File: src/sv/mme_pkg.sv
// ---------------------------------------------------------------------------
// mme_pkg
// Shared types, constants and helpers for the matrix multiply engine.
// ---------------------------------------------------------------------------
`default_nettype none

package mme_pkg;

    // Largest matrix dimension and fixed-point scaling.
    localparam int MAX_DIM     = 8;
    localparam int FRAC_BITS   = 16;

    // Field widths fixed by the item formats.
    localparam int IDX_W       = 3;
    localparam int DIM_W       = 4;
    localparam int VAL_W       = 32;
    localparam int OP_W        = 2;
    localparam int CFG_IDX_W   = 2;

    // Element stores.
    localparam int STORE_DEPTH = MAX_DIM * MAX_DIM;
    localparam int ADDR_W      = (STORE_DEPTH > 1) ? $clog2(STORE_DEPTH) : 1;

    // A sum of MAX_DIM full products needs three guard bits at most.
    localparam int PROD_W      = 2 * VAL_W;
    localparam int ACC_W       = PROD_W + 3;
    localparam int SH_W        = ACC_W - FRAC_BITS;

    // Item operation codes.
    typedef enum logic [OP_W-1:0] {
        OP_LOAD_A = 2'd0,
        OP_LOAD_B = 2'd1,
        OP_MUL    = 2'd2
    } t_op;

    // Configuration register indexes.
    localparam logic [CFG_IDX_W-1:0] CFG_ROWS_A    = 2'd0;
    localparam logic [CFG_IDX_W-1:0] CFG_INNER_DIM = 2'd1;
    localparam logic [CFG_IDX_W-1:0] CFG_COLS_B    = 2'd2;

    // Sequencer states.
    typedef enum logic [1:0] {
        ST_IDLE,
        ST_RUN,
        ST_WAIT
    } t_state;

    // Input item.
    typedef struct packed {
        logic [OP_W-1:0]         op;
        logic [IDX_W-1:0]        row_index;
        logic [IDX_W-1:0]        col_index;
        logic signed [VAL_W-1:0] element_value;
    } t_in_item;

    // Result item.
    typedef struct packed {
        logic signed [VAL_W-1:0] product_value;
        logic [IDX_W-1:0]        out_row;
        logic [IDX_W-1:0]        out_col;
        logic                    saturated;
        logic                    last;
    } t_out_item;

    // Control that travels alongside the store read data into the MAC.
    typedef struct packed {
        logic vld;
        logic first;
        logic last;
    } t_mac_ctl;

    // A dimension register of zero acts as one, above MAX_DIM as MAX_DIM.
    function automatic logic [DIM_W-1:0] eff_dim(input logic [DIM_W-1:0] reg_val);
        logic [DIM_W-1:0] res;
        if (reg_val == '0) begin
            res = DIM_W'(1);
        end else if (int'(reg_val) > MAX_DIM) begin
            res = DIM_W'(MAX_DIM);
        end else begin
            res = reg_val;
        end
        return res;
    endfunction

    // Store address of an element, row-major with a stride of MAX_DIM.
    function automatic logic [ADDR_W-1:0] addr_of(input logic [IDX_W-1:0] row,
                                                  input logic [IDX_W-1:0] col);
        logic [ADDR_W+IDX_W:0] full;
        full = (ADDR_W+IDX_W+1)'(row) * (ADDR_W+IDX_W+1)'(MAX_DIM)
             + (ADDR_W+IDX_W+1)'(col);
        return full[ADDR_W-1:0];
    endfunction

endpackage

`default_nettype wire

File: src/sv/mme_ram.sv
// ---------------------------------------------------------------------------
// mme_ram
// One matrix element store: one write port, one read port, registered read.
// ---------------------------------------------------------------------------
`default_nettype none

module mme_ram
    import mme_pkg::*;
(
    input  wire                     i_clk,
    input  wire                     i_we,
    input  wire  [ADDR_W-1:0]       i_waddr,
    input  wire  [VAL_W-1:0]        i_wdata,
    input  wire  [ADDR_W-1:0]       i_raddr,
    output logic [VAL_W-1:0]        o_rdata
);

    logic [VAL_W-1:0] mem [STORE_DEPTH];
    logic [VAL_W-1:0] r_rdata;

    // Write port.
    always_ff @(posedge i_clk) begin
        if (i_we) begin
            mem[i_waddr] <= i_wdata;
        end
    end

    // Registered read port.
    always_ff @(posedge i_clk) begin
        r_rdata <= mem[i_raddr];
    end

    assign o_rdata = r_rdata;

endmodule

`default_nettype wire

File: config.mk
export PLATFORM = sky130hd
export DESIGN_NAME = mme_ram
export DESIGN_NICKNAME = d
export VERILOG_FILES = /design/src/sv/mme_pkg.sv /design/src/sv/mme_ram.sv
export SDC_FILE = /design/constraint.sdc
export NUM_CORES = 2
export LEC_CHECK = 0
export BUFFER_PORTS_ARGS = -buffer_cell sky130_fd_sc_hd__buf_2
export CAP_MARGIN = 20
export CORE_MARGIN = 10
export CORE_UTILIZATION = 30
export DETAILED_ROUTE_END_ITERATION = 16
export HOLD_SLACK_MARGIN = 0.15
export PLACE_DENSITY = 0.51
export SLEW_MARGIN = 20
export SYNTH_ARGS = -nofsm -noshare
export SYNTH_HDL_FRONTEND = slang
export SYNTH_SLANG_ARGS = --single-unit
File: constraint.sdc
create_clock -name i_clk -period 4.7 [get_ports i_clk]
set_input_delay 1.175 -clock i_clk [delete_from_list [all_inputs] [get_ports i_clk]]
set_output_delay 1.175 -clock i_clk [all_outputs]
set_load 0.1 [all_outputs]
## Yosys cells after proc, flatten, opt, wreduce, memory -nomap -nowiden

Memory sizes are Yosys's and may differ from the RTL's. A register that Yosys moved wholly into a read port is not among the register bits.
Index checks and enable logic that the tools add are counted.

| word-level totals | value |
|---|---|
| register bits | 0 |
| bits in writable memories | 2048 |
| input port bits | 46 |
| output and inout port bits | 32 |
| memories | 1 |

| cells by class | value |
|---|---|
| muxes and demuxes | 2 |

Memories:

| memory | words | width | read ports | clocked after Yosys merged registers in | write ports | line | text |
|---|---|---|---|---|---|---|---|
| mem | 64 | 32 | 1 | 1 | 1 | mme_ram.sv:18 | `logic [VAL_W-1:0] mem [STORE_DEPTH];` |

Operators by type and width:

| cell | number |
|---|---|
| $mux W1 | 2 |

## Depth between registers and ports, before layout

| logic depth | value |
|---|---|
| depth after elaboration | 2 |
| depth in mapped cells | 10 |

## Least setup slack after synthesis

OpenSTA, ideal clock, no wires.

| path | value |
|---|---|
| kind | input to register |
| start point | input i_waddr[3] |
| end point | memory mem[48][0], enable pin |
| setup time | 0.461 ns |
| arrival time | 3.874 ns |
| data required time | 4.239 ns |
| setup slack | 0.365 ns |
| cell stages on the path | 4 |
| buffers on the path | 1 |
| cells stage by stage | clkbuf_1 nor2b_1 nand4b_1 nor3_1 |

RTL lines:

| element | line | text |
|---|---|---|
| start: declaration | mme_ram.sv:12 | `input wire [ADDR_W-1:0] i_waddr,` |
| end: declaration | mme_ram.sv:18 |  |

No word-level cell before the write port.

==> results.md <==
Cells and area:
- The area added between synthesis and finish is 17.3%.
- The net count of the finished layout is 3704.
- The layout has 23800 filler cells.
- The share of final-layout standard cells stronger than drive strength 1 is 0.315.
- The cell area after layout is 92100 um2.

CTS:
- Clock tree synthesis found a total of 2080 sinks.
- After clock tree synthesis, the clock-pin slew on the worst setup and hold paths is 0.06 ns.
- The clock passes through at most 3 buffers.
- The root buffer cell chosen for the clock tree is clkbuf_16.
- The quantity of gates resized following cts is 0.
- The number of H-tree branching levels is 4.
- At the later pin of the worst-skew pair, clock insertion delay measures 0.88 ns.
- Buffers inserted during clock tree synthesis total 213.
- The post-CTS setup repair buffer count is 0.
- Hold repair after CTS inserted 0 buffers.
- TritonCTS built the clock tree.

Setup path:
- On the critical path, the stage with the largest delay is an instance of o22ai_1.
- The reg-to-reg setup timing slack is 2.22 ns.
- The startpoint type of the worst setup path is a primary input.
- STA puts the critical path data arrival time at 4.23 ns.
- The number of cells on the worst reg-to-reg path is 5.
- The largest incremental delay on the critical path is 0.71 ns.
- The critical path class is in -> reg.
- Traced cell by cell, the critical path runs through buf_8, buf_12, buf_12, mux4_2, mux4_2, o22ai_1, nor2_1.
- The startpoint of the worst setup timing path is i_raddr[0].
- At the worst endpoint, the required time is 5.42 ns.
- The worst register-to-register path ends at o_rdata[18].
- The worst setup path is captured at a flop.
- The number of buffers and inverters on the critical path is 3.
- The launch instance of the worst register-to-register path is mem[54][18].
- On the critical path the largest part of the delay comes from multiplexers.
- In this run the worst path has a maximum fanout of 32.

Worst hold path:
- The worst hold path begins at i_wdata[12].
- For hold timing, the worst endpoint is mem[6][12].
- The class of the most critical hold timing path is in -> reg.
- Counting instances, the worst hold path has a depth of 1.

Route:
- After detailed routing, the number of vias per cell comes to 5.04.
- After detailed routing, the number of remaining DRC violations is 0.
- The final layout contains routed wiring with a total length of 220 mm.
- Summing over every cut layer, the via total after detailed routing is 37100.
- The average routed wire per standard cell is 29.9 um.
- After the first detailed-routing iteration, the DRC count stood at 3887.
- The count of nets left with antenna violations once routing finished came out at 0.
- The number of detailed-routing iterations run before antenna repair is 5.

Placed design:
- The number of buffers added on ports is 77.
- The global placement routability congestion is 0.759.
- The wire-length estimate of the detail-placed layout is 129 mm.
- After detailed placement, the total cell area comes to 85100 um2.

Yosys:
- Of the post-synthesis cell area, the part taken by muxes is 0.168.
- The post-synthesis cell type count is 34.
- Of the total synthesized cell area, the portion taken by AND, OR, NAND and NOR gates is 0.0127.
- The synthesized cell area is 78500 um2.
- A synthesized cell averages 23.6 um2.
- The xor/xnor share of the synthesized area is 0.
- For this run, the register share of the synthesized area comes to 0.791.
- The synthesized design contains 2080 register bits.
- The area fraction in compound gates after synthesis is 0.0167.
- For this run, the number of Yosys warnings is 0.
- Synthesis produced a netlist whose cell count is 3324.
- By area, the combinational part of the netlist is dominated by multiplexers.
- The synthesized netlist net count is 3370.
- The leading register cell type out of synthesis is edfxtp_1.
- For this run, asynchronously set or reset flops after synthesis account for 0.
- Of the total synthesized cell area, the portion taken by full adders, half adders and majority gates is 0.
- Yosys mapped a number of flops with a built-in enable equal to 2048.

Die:
- The initialized floorplan defines 187 standard-cell rows.
- The initial core utilization is 0.302.
- The die covers 283000 um2.
- The total I/O pin count is 78.
- From bottom edge to top edge, the die measures 532 um.
- The core area is 260000 um2.
- The width of the chip is 532 um.

Power:
- The maximum resistive drop on vdd is 0.357 mV.
- The power per unit of standard cell area is 428 nW/um2.
- The sequential share of power is 0.523.
- The combinational group share of total power is 0.057.
- The power share of the clock group is 0.419.
- Of the total power, the share spent switching nets is 0.223.
- The leakage power of the design is 28.3 nW.
- The design draws 39.4 mW.
- For this design the total switching power over the nets is 8.79 mW.
- The cell internal power dissipation is 30.6 mW.

STA:
- After routing, the total negative slack on setup checks comes to 0 ns.
- The worst pin sits at a relative slew slack of 0.265.
- In the finished design, the share of the clock period the worst path needs comes to 0.747.
- The number of slew-limit violations in the final report is 0.
- The final setup violation count is 0.
- Counting I/O delays and the setup requirement, the final critical path takes 3.51 ns.
- The total count of hold-check failures in the final report is 0.
- The top achievable clock speed is 285 MHz.
- Setup repair after global routing left no endpoint under its margin.
- For the pin with the worst max-slew slack, the measured transition is 1.10 ns.
- Between clock sinks in the finished design, the worst skew comes to 0.0592 ns.

Global route:
- The global-route usage over all layers is 0.151.
- The pin count of the biggest net entering global routing is 65.
- The number of antenna violations at the first check in global routing is 21.
- The via count of the first global-routing pass was 38300.
- The aggregate global routing overflow is 0.
- The first global-routing pass estimated 307 mm of wire.

Job:
- The max-cap check violation count is 0.

Outcome:
- The flow ran to the end, and the final reports show no timing, DRC or antenna violations.
==> synthesized netlist by cell type, drive strengths merged, types with 8 or more instances <==
library cell / number / area, um2
edfxtp: 2048 / 61500
mux4: 544 / 12300
nor2: 137 / 514
buf: 108 / 608
mux2i: 93 / 931
o22ai: 84 / 526
clkbuf: 74 / 278
a21oi: 62 / 310
dfxtp: 32 / 641
o221ai: 27 / 236
nand2: 26 / 97.6
nor2b: 15 / 93.8
a22oi: 12 / 90.1
a311oi: 8 / 70.1
nand2b: 8 / 50.1
==> power groups by stage <==
stage | registers, mW | logic [mW] | clock network, mW
after floorplan | 21.3 | 0.999 | 0
after detailed placement | 21.0 | 2.30 | 0
after CTS | 20.6 | 2.30 | 16.9
final | 20.6 | 2.26 | 16.5
after global placement | 21.0 | 2.28 | 0
after global routing | 20.6 | 2.38 | 17.7
==> metrics by stage <==
step	setup slack, ns	cells	util	hold slack [ns]
final	1.19	7355	0.354	0.724
after global routing	1.15	7348	0.354	0.689
after CTS	1.16	7342	0.354	0.672
after detailed placement	0.251	6939	0.328	0.737
after global placement	0.165	6939	0.328	0.762
after floorplan	0.365	3324	-	0.663
==> state kept, by name, summed over array words and instances (netlist names) <==
name,flops
o_rdata,32
mem,2048
==> cell usage in the layout (no fill, tap or decap), types with 40 or more instances in the layout <==
cell type,instances
mux2i_1,93
nor2_4,62
clkinv_2,40
clkinv_1,43
buf_12,45
a21oi_1,62
clkbuf_16,214
edfxtp_1,2048
mux4_2,544
nor2_1,75
o22ai_1,84
clkbuf_1,61
buf_4,189
buf_2,63
==> per-layer routing <==
layer	global-route usage	part of all wire	wire length [um]
met5	0	0.00012	27
met3	0.0233	0.052	11500
met1	0.209	0.43	95500
met2	0.248	0.49	107000
met4	0.0413	0.025	5430
==> worst max-delay path by stage <==
stage	to	slack (ns)	depth (start not counted)
2_1_floorplan	mem[48][0]	0.37	4
3_3_place_gp	o_rdata[18]	0.16	8
3_5_place_dp	o_rdata[18]	0.25	8
4_1_cts	o_rdata[18]	1.16	8
5_1_grt	o_rdata[18]	1.15	8
6_report	o_rdata[28]	1.19	7
==> area by class of cell <==
class | count | area (um2) | share of cell area
Sequential cell | 2080 | 62100 | 0.675
Multi-Input combinational cell | 1062 | 16000 | 0.173
Clock buffer | 292 | 5820 | 0.0632
Tap cell | 3496 | 4370 | 0.0475
Timing Repair Buffer | 301 | 2690 | 0.0292
Clock inverter | 111 | 1050 | 0.0114
Antenna cell | 13 | 32.5 | 0.000353
==> cell families (layout without fill, tap and decap cells) <==
family / count (synthesis) / after routing
flip-flops: 2080 / 2080
multiplexers: 637 / 637
AO/OA/AOI/OAI: 202 / 202
other: 0 / 13
buffers and inverters: 182 / 704
AND/OR/NAND/NOR: 223 / 223
Note: power is estimated with default switching activity, not from simulation.
