**config.mk**
```make
export PLATFORM = sky130hd
export DESIGN_NAME = mme_mac
export DESIGN_NICKNAME = d
export VERILOG_FILES = /design/src/sv/mme_pkg.sv /design/src/sv/mme_mac.sv
export SDC_FILE = /design/constraint.sdc
export NUM_CORES = 2
export LEC_CHECK = 0
export CAP_MARGIN = 20
export CORE_ASPECT_RATIO = 1.5
export CORE_MARGIN = 3
export CORE_UTILIZATION = 49
export DETAILED_ROUTE_END_ITERATION = 12
export DONT_BUFFER_PORTS = 1
export HOLD_SLACK_MARGIN = 0.02
export PLACE_DENSITY = 0.73
export SKIP_LAST_GASP = 1
export SYNTH_ARGS = -nofsm -noshare
export SYNTH_HDL_FRONTEND = slang
export SYNTH_SLANG_ARGS = --single-unit
```
**constraint.sdc**
```tcl
create_clock -name i_clk -period 9.2 [get_ports i_clk]
set_clock_uncertainty 0.2 [all_clocks]
set_input_delay 1.84 -clock i_clk [delete_from_list [all_inputs] [get_ports i_clk]]
set_output_delay 1.84 -clock i_clk [all_outputs]
set_load 0.1 [all_outputs]
```
**src/sv/mme_pkg.sv**
```systemverilog
// ---------------------------------------------------------------------------
// mme_pkg
// Shared types, constants and helpers for the matrix multiply engine.
// ---------------------------------------------------------------------------
`default_nettype none

package mme_pkg;

    // Largest matrix dimension and fixed-point scaling.
    localparam int MAX_DIM     = 8;
    localparam int FRAC_BITS   = 16;

    // Field widths fixed by the item formats.
    localparam int IDX_W       = 3;
    localparam int DIM_W       = 4;
    localparam int VAL_W       = 32;
    localparam int OP_W        = 2;
    localparam int CFG_IDX_W   = 2;

    // Element stores.
    localparam int STORE_DEPTH = MAX_DIM * MAX_DIM;
    localparam int ADDR_W      = (STORE_DEPTH > 1) ? $clog2(STORE_DEPTH) : 1;

    // A sum of MAX_DIM full products needs three guard bits at most.
    localparam int PROD_W      = 2 * VAL_W;
    localparam int ACC_W       = PROD_W + 3;
    localparam int SH_W        = ACC_W - FRAC_BITS;

    // Item operation codes.
    typedef enum logic [OP_W-1:0] {
        OP_LOAD_A = 2'd0,
        OP_LOAD_B = 2'd1,
        OP_MUL    = 2'd2
    } t_op;

    // Configuration register indexes.
    localparam logic [CFG_IDX_W-1:0] CFG_ROWS_A    = 2'd0;
    localparam logic [CFG_IDX_W-1:0] CFG_INNER_DIM = 2'd1;
    localparam logic [CFG_IDX_W-1:0] CFG_COLS_B    = 2'd2;

    // Sequencer states.
    typedef enum logic [1:0] {
        ST_IDLE,
        ST_RUN,
        ST_WAIT
    } t_state;

    // Input item.
    typedef struct packed {
        logic [OP_W-1:0]         op;
        logic [IDX_W-1:0]        row_index;
        logic [IDX_W-1:0]        col_index;
        logic signed [VAL_W-1:0] element_value;
    } t_in_item;

    // Result item.
    typedef struct packed {
        logic signed [VAL_W-1:0] product_value;
        logic [IDX_W-1:0]        out_row;
        logic [IDX_W-1:0]        out_col;
        logic                    saturated;
        logic                    last;
    } t_out_item;

    // Control that travels alongside the store read data into the MAC.
    typedef struct packed {
        logic vld;
        logic first;
        logic last;
    } t_mac_ctl;

    // A dimension register of zero acts as one, above MAX_DIM as MAX_DIM.
    function automatic logic [DIM_W-1:0] eff_dim(input logic [DIM_W-1:0] reg_val);
        logic [DIM_W-1:0] res;
        if (reg_val == '0) begin
            res = DIM_W'(1);
        end else if (int'(reg_val) > MAX_DIM) begin
            res = DIM_W'(MAX_DIM);
        end else begin
            res = reg_val;
        end
        return res;
    endfunction

    // Store address of an element, row-major with a stride of MAX_DIM.
    function automatic logic [ADDR_W-1:0] addr_of(input logic [IDX_W-1:0] row,
                                                  input logic [IDX_W-1:0] col);
        logic [ADDR_W+IDX_W:0] full;
        full = (ADDR_W+IDX_W+1)'(row) * (ADDR_W+IDX_W+1)'(MAX_DIM)
             + (ADDR_W+IDX_W+1)'(col);
        return full[ADDR_W-1:0];
    endfunction

endpackage

`default_nettype wire

```
**src/sv/mme_mac.sv**
```systemverilog
// ---------------------------------------------------------------------------
// mme_mac
// Multiply-accumulate datapath: registered product, wide accumulator, and
// the fixed-point shift with saturation of the finished sum.
// ---------------------------------------------------------------------------
`default_nettype none

module mme_mac
    import mme_pkg::*;
(
    input  wire                     i_clk,
    input  wire                     i_rst_n,
    input  wire  t_mac_ctl          i_ctl,
    input  wire  [VAL_W-1:0]        i_a,
    input  wire  [VAL_W-1:0]        i_b,
    input  wire                     i_take,
    output logic                    o_done,
    output logic [VAL_W-1:0]        o_value,
    output logic                    o_sat
);

    logic signed [PROD_W-1:0] r_prod;
    t_mac_ctl                 r_pctl;
    logic signed [ACC_W-1:0]  r_acc;
    logic                     r_done;

    logic signed [ACC_W-1:0]  prod_ext;
    logic signed [SH_W-1:0]   shifted;
    logic                     all_zero;
    logic                     all_one;

    // Product stage.
    always_ff @(posedge i_clk) begin
        r_prod <= PROD_W'($signed(i_a)) * PROD_W'($signed(i_b));
    end

    always_ff @(posedge i_clk) begin
        if (!i_rst_n) begin
            r_pctl <= '0;
        end else begin
            r_pctl <= i_ctl;
        end
    end

    // Accumulate stage; the first product of an element restarts the sum.
    assign prod_ext = ACC_W'(r_prod);

    always_ff @(posedge i_clk) begin
        if (r_pctl.vld) begin
            if (r_pctl.first) begin
                r_acc <= prod_ext;
            end else begin
                r_acc <= r_acc + prod_ext;
            end
        end
    end

    // The sum is complete once its last product has been added.
    always_ff @(posedge i_clk) begin
        if (!i_rst_n) begin
            r_done <= 1'b0;
        end else if (r_pctl.vld && r_pctl.last) begin
            r_done <= 1'b1;
        end else if (i_take) begin
            r_done <= 1'b0;
        end
    end

    // Arithmetic shift by the fraction bits, then clip to 32 bits.
    assign shifted  = r_acc[ACC_W-1:FRAC_BITS];
    assign all_zero = (shifted[SH_W-1:VAL_W-1] == '0);
    assign all_one  = (shifted[SH_W-1:VAL_W-1] == '1);

    always_comb begin
        if (all_zero || all_one) begin
            o_value = shifted[VAL_W-1:0];
            o_sat   = 1'b0;
        end else if (shifted[SH_W-1]) begin
            o_value = {1'b1, {(VAL_W-1){1'b0}}};
            o_sat   = 1'b1;
        end else begin
            o_value = {1'b0, {(VAL_W-1){1'b1}}};
            o_sat   = 1'b1;
        end
    end

    assign o_done = r_done;

endmodule

`default_nettype wire

```
# Word level (Yosys, flattened, before mapping)
# Cells that the tools add are included.
[totals]
regBits = 135
out_inout_bits = 34
wordCells = 19
inputBits = 70
[op_classes]
n_mux = 6
n_eq_ne = 1
n_reduce_logical = 4
multipliers = 1
addsub = 1
[ops]
columns = ["op", "count"]
rows = [
  ["$add A67 B64 Y67", 1],
  ["$mux W67", 1],
  ["$mul A32 B32 Y64", 1],
  ["$mux W32", 2],
  ["$eq A20 B20 Y1 const B", 1],
  ["$logic_not A20 Y1", 1],
  ["$mux W1", 3],
  ["$reduce_bool A2 Y1", 1],
  ["$logic_and A1 B1 Y1", 1],
  ["$logic_or A1 B1 Y1", 1],
]

# Depth between registers and ports, before layout
[logic_depth]
ltp_word = 3
mapped_depth = 29
mapped_depth_nobuf = 28

# Worst setup path after synthesis
# No wires, ideal clock.
[synth_path]
path_kind = "input-to-reg"
start = "input port i_a[31]"
end = "register r_prod[63]"
t_arrival_ps = 8889
n_path_buf = 2
setup_slack_ps = -21
setup_time_ps = 131
t_required_ps = 8869
stages = 26
path_cell_list = "clkbuf_1 -> nand2_1 -> inv_1 -> fa_1 -> inv_1 -> fa_1 -> fa_1 -> inv_1 -> fa_1 -> inv_1 -> fa_1 -> inv_1 -> fa_1 -> inv_1 -> fa_1 -> inv_1 -> fa_1 -> ha_1 -> clkbuf_1 -> a21oi_1 -> o21ai_0 -> a21oi_1 -> o21ai_0 -> and3_1 -> a2111oi_0 -> nand3_1"
[synth_via]
elab_chain_len = 1
[synth_rtl]
columns = ["item", "line_no", "rtl"]
rows = [
  ["from (decl)", "mme_mac.sv:14", "input wire [VAL_W-1:0] i_a,"],
  ["$mul A32 B32 Y64", "mme_mac.sv:34", "r_prod <= PROD_W'($signed(i_a)) * PROD_W'($signed(i_b));"],
  ["to (signal assigned)", "mme_mac.sv:34", ""],
  ["to (decl)", "mme_mac.sv:22", "logic signed [PROD_W-1:0] r_prod;"],
]
# No other way between the ends.
# A chain may end at the register's enable or synchronous reset.

# Worst setup path after layout
[layout_path]
start = "input port i_b[5]"
end = "register r_prod[63]"
[layout_via]
elab_chain_len = 1
[layout_rtl]
columns = ["item", "line_no", "rtl"]
rows = [
  ["from (decl)", "mme_mac.sv:15", "input wire [VAL_W-1:0] i_b,"],
  ["$mul A32 B32 Y64", "mme_mac.sv:34", ""],
]
# No other way between the ends.

==> out/results.tsv <==
metric	value	unit
run_status	completed	
vias	32800	
syn_nets	6281	
antenna_left	0	
grtUsageTotal	25.9	%
synth_top_family_by_area	adder cells	
cp.arrival	9.05	ns
cp-startpoint	i_b[5]	
tightestPinTransition	1.17	ns
period_needed	8.88	ns
tritoncts	built	
synth-simple-area-share	15.9	%
grt_pass1_wl	192000	um
clockRootBuffer	clkbuf_16	
synth_compound_area_share	7.72	%
hold_depth	2	
overflow	0	
portBuffers	0	
hold_viol	0	
drive_above_1_share	3.18	%
post-route-util	51.4	%
drt_wl_total	117000	um
cts_hold_buf	0	
synthCells	4878	
worst-path-max-fanout	32	
initial_utilization	49.5	%
fp.coreArea	0.0904	mm2
clkLatencyLatePin	0.43	ns
area_delta_synth_final	3.82	%
fmax	113	MHz
routed_via_density	5.57	
synth-adder-area-share	55.4	%
startpoint_type	primary input	
maxSlewViolCount	0	
ys_top_cells_by_area	fa_1, inv_1, and2_1	
worstRegToRegCells	12	
r2r-end	r_acc[64]$_DFFE_PP_	
synth-edff-count	67	
gp_congestion	0.912	
slew_headroom	22.3	%
max-cap-violations	0	
critPathCaptureType	flip-flop	
die_x	253	um
firstDrtPassIters	6	
nets	6104	
stdcell_count	5879	
dp_hpwl	97500	um
grt_max_degree	69	
antenna_found_initial	6	
r2r_slack	5.12	ns
yosys_register_bits	135	
netlist_area	0.0448	mm2
postCtsSetupBuffers	0	
muxShareOfSynthArea	0.0727	%
ios	104	
crit_type	in -> reg	
required	9.37	ns
worstSetupEndpoint	r_prod[63]$_DFF_P_	
placedCellCount	5846	
timing.final.crit_share	96.6	%
synthArstFlopShare	0	%
yosys.area_share.xor_xnor	2.31	%
dominantRegCellSynth	dfxtp_1	
yosysTopAreaCellShare	48.4	%
rows	135	
final_common_cell	fa_1	
tns	0	ns
synth.distinct_cells	81	
cts_buffers	17	
clkTransAtPathRegs	0.06	ns
setup_viol	0	
drt_iter0_markers	1904	
syn_area_per_cell	9.17	um2
cts_sinks	135	
synth_top_cell_by_area	fa_1	
yosys_warnings	0	
final_cell_mix	fa_1, inv_1, nand2_1	
die_area	0.0951	mm2
die_y	376	um
cts_buffer_depth	2	
cts_resized	0	
hold_class	reg -> reg	
remaining_drc_errors	0	
r2r_start	r_prod[0]$_DFF_P_	
grt_pass1_vias	37300	
rsz0062_at_grt	no	
ctsHtreeMaxLevel	4	
routedWlPerCell	19.9	um
ys_seq_area_share	7.54	%
## layout make-up
type                    count  area, um2
repair buffers             56        493
flip-flops and latches    135       3380
inverters                1064       3990
fillers                  8248      43900
multi-input cells        3427      36600
clock inverters            14        138
well taps                1164       1460
clock buffers              18        429
diodes                      1       2.50
## layer usage
metal	vias to the layer above	wire [um]	global-route usage, %
li1	14300	-	-
met1	16800	36900	25.4
met2	1134	63500	48.9
met3	517	5160	2.66
met4	0	11700	20.9
met5	-	0	0
## sequential cells by signal, indices dropped and copies added, names as in the netlist
register / cells
o_done: 1
r_pctl: 3
r_acc: 67
r_prod: 64
## kinds of logic (layout without fill, tap and decap cells)
family,Yosys count,count (layout)
and+or+nand+nor,1425,1425
adders and majority gates,1333,1333
buffers and inverters,1316,1152
AOI/OAI and AO/OA,548,548
DFF,135,135
xor gates and xnor gates,118,118
muxes,3,3
other,0,1
## synthesized netlist by cell type, types with 6 or more instances
cell type,number
fa_1,1083
inv_1,1063
nand2_1,616
and2_1,527
ha_1,250
clkbuf_1,246
a21oi_1,152
o21ai_0,147
nor2_1,97
xnor2_1,74
dfxtp_1,68
edfxtp_1,67
a21o_1,63
xor2_1,44
nand4_1,32
nand3_1,30
o21bai_1,29
nor3_1,24
nand2b_1,22
and3_1,19
o21a_1,17
o21ai_1,17
a211oi_1,15
a31oi_1,14
nor2b_1,14
o211ai_1,12
o31ai_1,11
nor4_1,8
a221oi_1,7
or3_1,7
nor3b_1,6
## worst max-delay path, stage by stage
cell and delay, ns:
and2_1 0.17, fa_1 0.57, fa_1 0.45, fa_1 0.52, inv_1 0.05, fa_1 0.47, inv_1 0.05, fa_1 0.48
fa_1 0.50, fa_1 0.50, inv_1 0.05, fa_1 0.52, inv_1 0.05, ha_1 0.35, a21oi_1 0.22, o21ai_0 0.17
a21oi_1 0.20, nand2_1 0.09, o21ai_1 0.29, a2111oi_0 0.16, a211oi_1 0.53, o21ai_1 0.17, or4_1 0.53, nand3_1 0.09
## worst min-delay path by stage
stage,startpoint,endpoint,slack [ns]
after detailed placement,r_pctl[0]$_SDFF_PN0_,o_done$_SDFFE_PN0P_,0.25
after global routing,r_pctl[0]$_SDFF_PN0_,o_done$_SDFFE_PN0P_,0.28
after global placement,r_pctl[0]$_SDFF_PN0_,o_done$_SDFFE_PN0P_,0.23
final,r_pctl[0]$_SDFF_PN0_,o_done$_SDFFE_PN0P_,0.25
after floorplan,r_pctl[0]$_SDFF_PN0_,o_done$_SDFFE_PN0P_,0.23
after CTS,r_pctl[0]$_SDFF_PN0_,o_done$_SDFFE_PN0P_,0.26
## per-stage QoR
step / hold WS [ns] / setup WS [ns] / area [um2]
final: 0.252 / 0.316 / 46500
after global placement: 0.235 / 0.0178 / 45800
after floorplan: 0.229 / 0.0167 / 44800
after detailed placement: 0.251 / -0.0937 / 45900
after CTS: 0.260 / 0.334 / 46500
after global routing: 0.277 / 0.0407 / 46500
Power is left out: the tool's default activity adds up to more than one toggle a clock period on the data nets, which glitch-free logic cannot reach.
